$ cat src/sv/pht_pkg.sv
// ----------------------------------------------------------------------------
// pht_pkg
// Shared types, register codes and reset values for the heater thermostat.
// ----------------------------------------------------------------------------
package pht_pkg;

    localparam int ACC_BITS_DEF   = 24;
    localparam int GAIN_FRAC_BITS = 8;

    localparam int TEMP_W    = 10;
    localparam int GAIN_W    = 16;
    localparam int ERR_W     = TEMP_W + 1;
    localparam int CFG_IDX_W = 3;
    localparam int CFG_W     = GAIN_W;

    // register codes
    localparam logic [CFG_IDX_W-1:0] REG_SETPOINT       = 3'd0;
    localparam logic [CFG_IDX_W-1:0] REG_UPPER_LIMIT    = 3'd1;
    localparam logic [CFG_IDX_W-1:0] REG_ON_BELOW       = 3'd2;
    localparam logic [CFG_IDX_W-1:0] REG_OFF_ABOVE      = 3'd3;
    localparam logic [CFG_IDX_W-1:0] REG_KP_GAIN        = 3'd4;
    localparam logic [CFG_IDX_W-1:0] REG_KI_DT_GAIN     = 3'd5;
    localparam logic [CFG_IDX_W-1:0] REG_KD_PER_DT_GAIN = 3'd6;

    // reset values
    localparam logic [TEMP_W-1:0] SETPOINT_RST    = 10'sd25;
    localparam logic [TEMP_W-1:0] UPPER_LIMIT_RST = 10'sd60;
    localparam logic [TEMP_W-1:0] ON_BELOW_RST    = 10'sd15;
    localparam logic [TEMP_W-1:0] OFF_ABOVE_RST   = 10'sd35;
    localparam logic [GAIN_W-1:0] KP_GAIN_RST     = GAIN_W'(1 << GAIN_FRAC_BITS);
    localparam logic [GAIN_W-1:0] KI_DT_GAIN_RST  = '0;
    localparam logic [GAIN_W-1:0] KD_GAIN_RST     = '0;

    typedef struct packed {
        logic [TEMP_W-1:0] setpoint;
        logic [TEMP_W-1:0] upper_limit;
        logic [TEMP_W-1:0] on_below;
        logic [TEMP_W-1:0] off_above;
        logic [GAIN_W-1:0] kp_gain;
        logic [GAIN_W-1:0] ki_dt_gain;
        logic [GAIN_W-1:0] kd_per_dt_gain;
    } cfg_t;

    typedef struct packed {
        logic heater_on;
        logic state_changed;
        logic over_limit;
    } res_t;

endpackage

$ cat src/sv/pht_cfg_regs.sv
// ----------------------------------------------------------------------------
// pht_cfg_regs
// Configuration register file; write-only, index decoded, unused bits dropped.
// ----------------------------------------------------------------------------
module pht_cfg_regs
    import pht_pkg::*;
(
    input  logic                 clk,
    input  logic                 rst_n,
    input  logic                 cfg_we,
    input  logic [CFG_IDX_W-1:0] cfg_index,
    input  logic [CFG_W-1:0]     cfg_data,
    output cfg_t                 cfg
);

    cfg_t cfg_reg;

    always_ff @(posedge clk or negedge rst_n)
    begin
        if (!rst_n)
        begin
            cfg_reg.setpoint       <= SETPOINT_RST;
            cfg_reg.upper_limit    <= UPPER_LIMIT_RST;
            cfg_reg.on_below       <= ON_BELOW_RST;
            cfg_reg.off_above      <= OFF_ABOVE_RST;
            cfg_reg.kp_gain        <= KP_GAIN_RST;
            cfg_reg.ki_dt_gain     <= KI_DT_GAIN_RST;
            cfg_reg.kd_per_dt_gain <= KD_GAIN_RST;
        end
        else if (cfg_we)
        begin
            case (cfg_index)
                REG_SETPOINT:       cfg_reg.setpoint       <= cfg_data[TEMP_W-1:0];
                REG_UPPER_LIMIT:    cfg_reg.upper_limit    <= cfg_data[TEMP_W-1:0];
                REG_ON_BELOW:       cfg_reg.on_below       <= cfg_data[TEMP_W-1:0];
                REG_OFF_ABOVE:      cfg_reg.off_above      <= cfg_data[TEMP_W-1:0];
                REG_KP_GAIN:        cfg_reg.kp_gain        <= cfg_data;
                REG_KI_DT_GAIN:     cfg_reg.ki_dt_gain     <= cfg_data;
                REG_KD_PER_DT_GAIN: cfg_reg.kd_per_dt_gain <= cfg_data;
                default:            ; // unmapped index: ignored
            endcase
        end
    end

    assign cfg = cfg_reg;

endmodule

$ cat src/sv/pht_step.sv
// ----------------------------------------------------------------------------
// pht_step
// One controller step: error, saturating accumulate, PID sign, heater decision.
// ----------------------------------------------------------------------------
module pht_step
    import pht_pkg::*;
#(
    parameter int ACC_BITS = ACC_BITS_DEF
)
(
    input  cfg_t                cfg,
    input  logic [TEMP_W-1:0]   temp,
    input  logic                heater,
    input  logic [ACC_BITS-1:0] acc,
    input  logic [ERR_W-1:0]    last_err,
    output logic                heater_next,
    output logic [ACC_BITS-1:0] acc_next,
    output logic [ERR_W-1:0]    last_err_next,
    output res_t                res
);

    localparam int ACCX_W = ACC_BITS + 1;
    localparam int PKP_W  = GAIN_W + ERR_W;
    localparam int PKI_W  = GAIN_W + ACC_BITS;
    localparam int DIFF_W = ERR_W + 1;
    localparam int PKD_W  = GAIN_W + DIFF_W;
    localparam int SUM_W  = PKI_W + 2;
    localparam logic signed [ACCX_W-1:0] ACC_MAX = {2'b00, {(ACC_BITS-1){1'b1}}};
    localparam logic signed [ACCX_W-1:0] ACC_MIN = -ACC_MAX;

    logic                     over;
    logic signed [ERR_W-1:0]  err;
    logic signed [ACCX_W-1:0] acc_sum;
    logic signed [ACC_BITS-1:0] acc_sat;
    logic signed [DIFF_W-1:0] diff;
    logic signed [PKP_W-1:0]  p_kp;
    logic signed [PKI_W-1:0]  p_ki;
    logic signed [PKD_W-1:0]  p_kd;
    logic signed [SUM_W-1:0]  sum;
    logic                     sum_pos;
    logic                     pid_heater;

    assign over = $signed(temp) >= $signed(cfg.upper_limit);

    assign err = $signed({cfg.setpoint[TEMP_W-1], cfg.setpoint})
               - $signed({temp[TEMP_W-1], temp});

    assign acc_sum = $signed({acc[ACC_BITS-1], acc})
                   + $signed({{(ACCX_W-ERR_W){err[ERR_W-1]}}, err});

    always_comb
    begin
        if (acc_sum > ACC_MAX)
            acc_sat = ACC_MAX[ACC_BITS-1:0];
        else if (acc_sum < ACC_MIN)
            acc_sat = ACC_MIN[ACC_BITS-1:0];
        else
            acc_sat = acc_sum[ACC_BITS-1:0];
    end

    assign diff = $signed({err[ERR_W-1], err}) - $signed({last_err[ERR_W-1], last_err});

    assign p_kp = $signed(cfg.kp_gain) * err;
    assign p_ki = $signed(cfg.ki_dt_gain) * acc_sat;
    assign p_kd = $signed(cfg.kd_per_dt_gain) * diff;

    assign sum = $signed({{(SUM_W-PKP_W){p_kp[PKP_W-1]}}, p_kp})
               + $signed({{(SUM_W-PKI_W){p_ki[PKI_W-1]}}, p_ki})
               + $signed({{(SUM_W-PKD_W){p_kd[PKD_W-1]}}, p_kd});

    assign sum_pos = !sum[SUM_W-1] && (sum != '0);

    always_comb
    begin
        if (sum_pos && ($signed(temp) < $signed(cfg.on_below)))
            pid_heater = 1'b1;
        else if (!sum_pos || ($signed(temp) > $signed(cfg.off_above)))
            pid_heater = 1'b0;
        else
            pid_heater = heater;
    end

    always_comb
    begin
        if (over)
        begin
            // forced off; controller memory cleared only on an actual turn-off
            heater_next   = 1'b0;
            acc_next      = heater ? '0 : acc;
            last_err_next = heater ? '0 : last_err;
        end
        else
        begin
            heater_next   = pid_heater;
            acc_next      = acc_sat;
            last_err_next = err;
        end
    end

    assign res.heater_on     = heater_next;
    assign res.state_changed = heater_next ^ heater;
    assign res.over_limit    = over;

endmodule

$ cat src/sv/pid_heater_thermostat_core.sv
// ----------------------------------------------------------------------------
// pid_heater_thermostat_core
// PID-driven on/off heater thermostat, one result per temperature sample.
// ----------------------------------------------------------------------------
// Usage:
//   - Input channel (in_valid/in_ready/temp_sample): one signed temperature
//     sample per transaction.
//   - Output channel (out_valid/out_ready/heater_on/state_changed/over_limit):
//     exactly one result transaction per input transaction, in order.
//   - Config port (cfg_we/cfg_index/cfg_data): single-cycle writes, only
//     while the block is idle. Unmapped indexes are ignored.
//   - Path: a sample goes into the input register, then one compute pass
//     writes the result register and raises out_valid, unless a held result blocks it.
//   - Throughput: 1 transaction per cycle while out_ready stays high. The limit
//     is the state loop: accumulator, three multiplies, sum sign and heater
//     decision are combinational so the next sample sees the updated state.
//   - Reset: heater off, accumulator and previous error zero, registers at
//     their defaults, both pipeline stages empty.
//   - Stall: when out_ready is low the result is held; one more sample is
//     held in the input register, after which in_ready drops.
// ----------------------------------------------------------------------------
module pid_heater_thermostat_core
    import pht_pkg::*;
#(
    parameter int ACC_BITS = ACC_BITS_DEF
)
(
    input  logic                 clk,
    input  logic                 rst_n,
    // input samples
    input  logic                 in_valid,
    output logic                 in_ready,
    input  logic [TEMP_W-1:0]    temp_sample,
    // results
    output logic                 out_valid,
    input  logic                 out_ready,
    output logic                 heater_on,
    output logic                 state_changed,
    output logic                 over_limit,
    // configuration
    input  logic                 cfg_we,
    input  logic [CFG_IDX_W-1:0] cfg_index,
    input  logic [CFG_W-1:0]     cfg_data
);

    cfg_t cfg;

    // input stage
    logic              s1_valid_reg;
    logic [TEMP_W-1:0] s1_temp_reg;

    // controller state
    logic                heater_reg;
    logic                heater_next;
    logic [ACC_BITS-1:0] acc_reg;
    logic [ACC_BITS-1:0] acc_next;
    logic [ERR_W-1:0]    last_err_reg;
    logic [ERR_W-1:0]    last_err_next;

    // result stage
    logic out_valid_reg;
    res_t res_reg;
    res_t res_next;

    logic advance;

    pht_cfg_regs u_cfg (
        .clk       (clk),
        .rst_n     (rst_n),
        .cfg_we    (cfg_we),
        .cfg_index (cfg_index),
        .cfg_data  (cfg_data),
        .cfg       (cfg)
    );

    pht_step #(
        .ACC_BITS (ACC_BITS)
    ) u_step (
        .cfg           (cfg),
        .temp          (s1_temp_reg),
        .heater        (heater_reg),
        .acc           (acc_reg),
        .last_err      (last_err_reg),
        .heater_next   (heater_next),
        .acc_next      (acc_next),
        .last_err_next (last_err_next),
        .res           (res_next)
    );

    // compute pass fires when a sample waits and the result slot is free or draining
    assign advance  = s1_valid_reg && (!out_valid_reg || out_ready);
    assign in_ready = !s1_valid_reg || advance;

    always_ff @(posedge clk or negedge rst_n)
    begin
        if (!rst_n)
        begin
            s1_valid_reg  <= 1'b0;
            out_valid_reg <= 1'b0;
            heater_reg    <= 1'b0;
            acc_reg       <= '0;
            last_err_reg  <= '0;
        end
        else
        begin
            if (in_ready)
                s1_valid_reg <= in_valid;

            if (advance)
            begin
                out_valid_reg <= 1'b1;
                heater_reg    <= heater_next;
                acc_reg       <= acc_next;
                last_err_reg  <= last_err_next;
            end
            else if (out_ready)
                out_valid_reg <= 1'b0;
        end
    end

    // payload registers, no reset needed
    always_ff @(posedge clk)
    begin
        if (in_valid && in_ready)
            s1_temp_reg <= temp_sample;
        if (advance)
            res_reg <= res_next;
    end

    assign out_valid     = out_valid_reg;
    assign heater_on     = res_reg.heater_on;
    assign state_changed = res_reg.state_changed;
    assign over_limit    = res_reg.over_limit;

endmodule

$ cat config.mk
export PLATFORM = sky130hd
export DESIGN_NAME = pid_heater_thermostat_core
export DESIGN_NICKNAME = d
export VERILOG_FILES = /design/src/sv/pht_pkg.sv /design/src/sv/pht_cfg_regs.sv /design/src/sv/pht_step.sv /design/src/sv/pid_heater_thermostat_core.sv
export SDC_FILE = /design/constraint.sdc
export NUM_CORES = 2
export LEC_CHECK = 0
export BUFFER_PORTS_ARGS = -buffer_cell sky130_fd_sc_hd__buf_2
export CORE_ASPECT_RATIO = 1.4
export CORE_MARGIN = 5
export CORE_UTILIZATION = 25
export CTS_CLUSTER_SIZE = 40
export DETAILED_ROUTE_END_ITERATION = 10
export GPL_TIMING_DRIVEN = 0
export PLACE_DENSITY = 0.43
export SYNTH_ARGS = -nofsm -noshare
export SYNTH_HDL_FRONTEND = slang
export SYNTH_SLANG_ARGS = --single-unit
$ cat constraint.sdc
create_clock -name clk -period 16.8 [get_ports clk]
set_clock_uncertainty 0.1 [all_clocks]
set_input_delay 2.52 -clock clk [delete_from_list [all_inputs] [get_ports clk]]
set_output_delay 2.52 -clock clk [all_outputs]
set_load 0.005 [all_outputs]
==> summary.txt <==
IO buf count = 36
Fin Setup TNS = 0 ns
HPWL after DPL = 127,000 um
Max Cap Viol = 0
CP Class = reg -> reg
Total Wirelength = 144,000 um
Initial Util = 25.1%
critical path depth = 46
Syn Std Cell Area = 37,400 um^2
Top Family by Delay on Critical Path = adder cells
Crit path largest cell delay = 0.91 ns
WP buf/inv = 11
CTS tree = built
Period minus WS final = 16.21 ns
commonest non-fill, non-tap cell in the layout = inv_1
antenna cell count = 0
initial antenna violation count = 3
Clock Latency Late Sink = 0.50 ns
final setup fails = 0
overall global routing resource usage = 18.9%
Synthesized Nets = 5,088
CORE AREA = 149,000 um^2
GR Overflow Total = 0
post-DR wirelength/cell = 24.1 um
CP endpoint kind = flip-flop
I/O Pins = 39
antenna violation net count after detailed routing = 0
Period Utilization, post-route = 96.5%
fin. max-slew vios = 0
die width = 337 um
final hold violation count = 0
setup slack, reg-to-reg = 0.59 ns
via count = 27.7k
htree depth = 4
Std-Cell Rows = 168
Startpoint Class = flip-flop
status = finished, final reports clean
sequential area share after synthesis = 9.53%
Post-synth EDFFs = 13
filler cell count = 16.1k
First-pass DRT Iterations = 7
die area = 157,000 um^2
Max Fclk = 61.7 MHz
DRC errors left = 0
share of the synthesized area in the top cell type = 47.3%
Hold Path Class = reg -> reg
worst r2r dst = state_changed
clk buf depth = 2
Worst-path clk slew = 0.06 ns
DR vias/cell = 4.63
Hold Slack = 0.388 ns
commonest non-fill, non-tap cells in the layout = 968 x inv_1, 884 x fa_1, 389 x nand2_1
Detailed Route Iter0 Violations = 1,594
final core utilization = 27.4%
GPL Wtd Cong = 0.935
vias in the first global route = 31.5k
final setup margin = 0.591 ns
number of flip-flops in the largest register = 88
Die Y = 468 um
largest area contributor in the netlist = fa_1
WP data required = 16.92 ns
clk root buf = clkbuf_16
register bit total from synthesis = 139
most frequent CP cell = fa_1
cell count after synthesis = 3,952
hold_buf cts = 0
Most used DFF post-synth = dfrtp_1
wire length of the first global-routing pass = 215,000 um
CP startpoint = s1_temp_reg[1]
Slew headroom = 4.84%
CP max FO = 11
layout cells sized above 1 = 6.46%
syn_area_per_cell = 9.46 um^2
Netlist cell types = 80
cells taking the most area after synthesis = fa_1 47%, inv_1 9.7%, dfrtp_1 7.4%, ha_1 7.3%, nand2_1 3.9%
Synth Warn # = 0
Layout area overhead = 9.30%
Min-Delay Startpoint = last_err_reg[1]
CTS Buf Count = 17
largest net degree at the start of global routing = 65
r2r startpoint = s1_temp_reg[1]
Setup WS pre-CTS = -2.42 ns
slowest CP cell = clkbuf_1
Async SR Flop Fraction = 90.6%
clk sinks = 139
Least-Margin Pin Slew = 1.42 ns
critical path endpoint = state_changed
worst r2r path cells = 46
WP data arrival = 16.33 ns
nets = 5,150
## worst min-delay path by stage
stage                        to  cells after the start
6_report        last_err_reg[1]                      2
5_1_grt         last_err_reg[1]                      2
4_1_cts         last_err_reg[1]                      2
3_5_place_dp    last_err_reg[1]                      2
3_3_place_gp    last_err_reg[1]                      2
2_1_floorplan  last_err_reg[10]                      2
## worst reg2reg max path: cells and delay by family, from the launching register on
family,cells,cell delay [ns]
and+or+nand+nor,8,3.26
xor gates and xnor gates,1,0.11
DFF,1,0.52
buffers and inverters,11,2.31
AOI/OAI and AO/OA,15,4.37
adders and majority gates,11,5.26
## repair_timing
| action | in CTS | in global routing |
|---|---|---|
| setup buffers | 4 | 2 |
| pin swaps | 0 | 1 |
| setup endpoints to repair | 3 | 3 |
| gates resized for setup | 27 | 31 |
## kinds of logic after synthesis
family / count (synthesis) / share of synthesized area, %
and+or+nand+nor: 1053 / 13.7
AOI/OAI and AO/OA: 367 / 6.52
adders and majority gates: 1104 / 54.7
DFF: 139 / 9.53
xor gates and xnor gates: 60 / 1.41
buffers and inverters: 1156 / 11.9
muxes: 73 / 2.18
## Yosys cell counts, types with 6 or more instances
master / count
a2111oi_0: 6
a211oi_1: 13
a21boi_0: 7
a21o_1: 25
a21oi_1: 105
a221o_1: 12
a22o_1: 11
a31oi_1: 7
and2_1: 91
and3_1: 97
buf_2: 19
buf_6: 13
clkbuf_1: 149
dfrtp_1: 111
dfstp_2: 15
edfxtp_1: 13
fa_1: 884
ha_1: 218
inv_1: 969
mux2_2: 68
nand2_1: 391
nand2b_1: 34
nand3_1: 209
nand4_1: 12
nor2_1: 91
nor2b_1: 61
nor3_1: 17
nor4_1: 13
o211ai_1: 9
o21a_1: 17
o21ai_0: 81
o21bai_1: 6
o31ai_1: 7
or2_2: 14
xnor2_1: 37
xor2_1: 23
## area by class of cell
class	count	area, um^2	area share, %
Multi-Input combinational cell	2657	29500	72.2
Inverter	969	3640	8.91
Sequential cell	139	3560	8.72
Tap cell	1955	2450	5.99
Buffer	186	853	2.09
Clock buffer	21	480	1.18
Timing Repair Buffer	44	270	0.661
Clock inverter	11	96.3	0.236
## metal layers
layer,part of all wire [%],vias up,global-route usage (%)
li1,-,12100,-
met1,38,14600,21.5
met2,53,655,35.0
met3,2.6,275,1.21
met4,6.6,0,10.4
met5,0,-,0
## stage by stage
stage | instances | cell area, um^2
floorplan | 3952 | 37400
global placement | 5943 | 40000
detailed placement | 5945 | 40100
CTS | 5981 | 40800
global route | 5982 | 40900
finish | 5982 | 40900
Power is not shown: default switching activity piles up to over one toggle a cycle in this logic, so the estimate is an artifact.
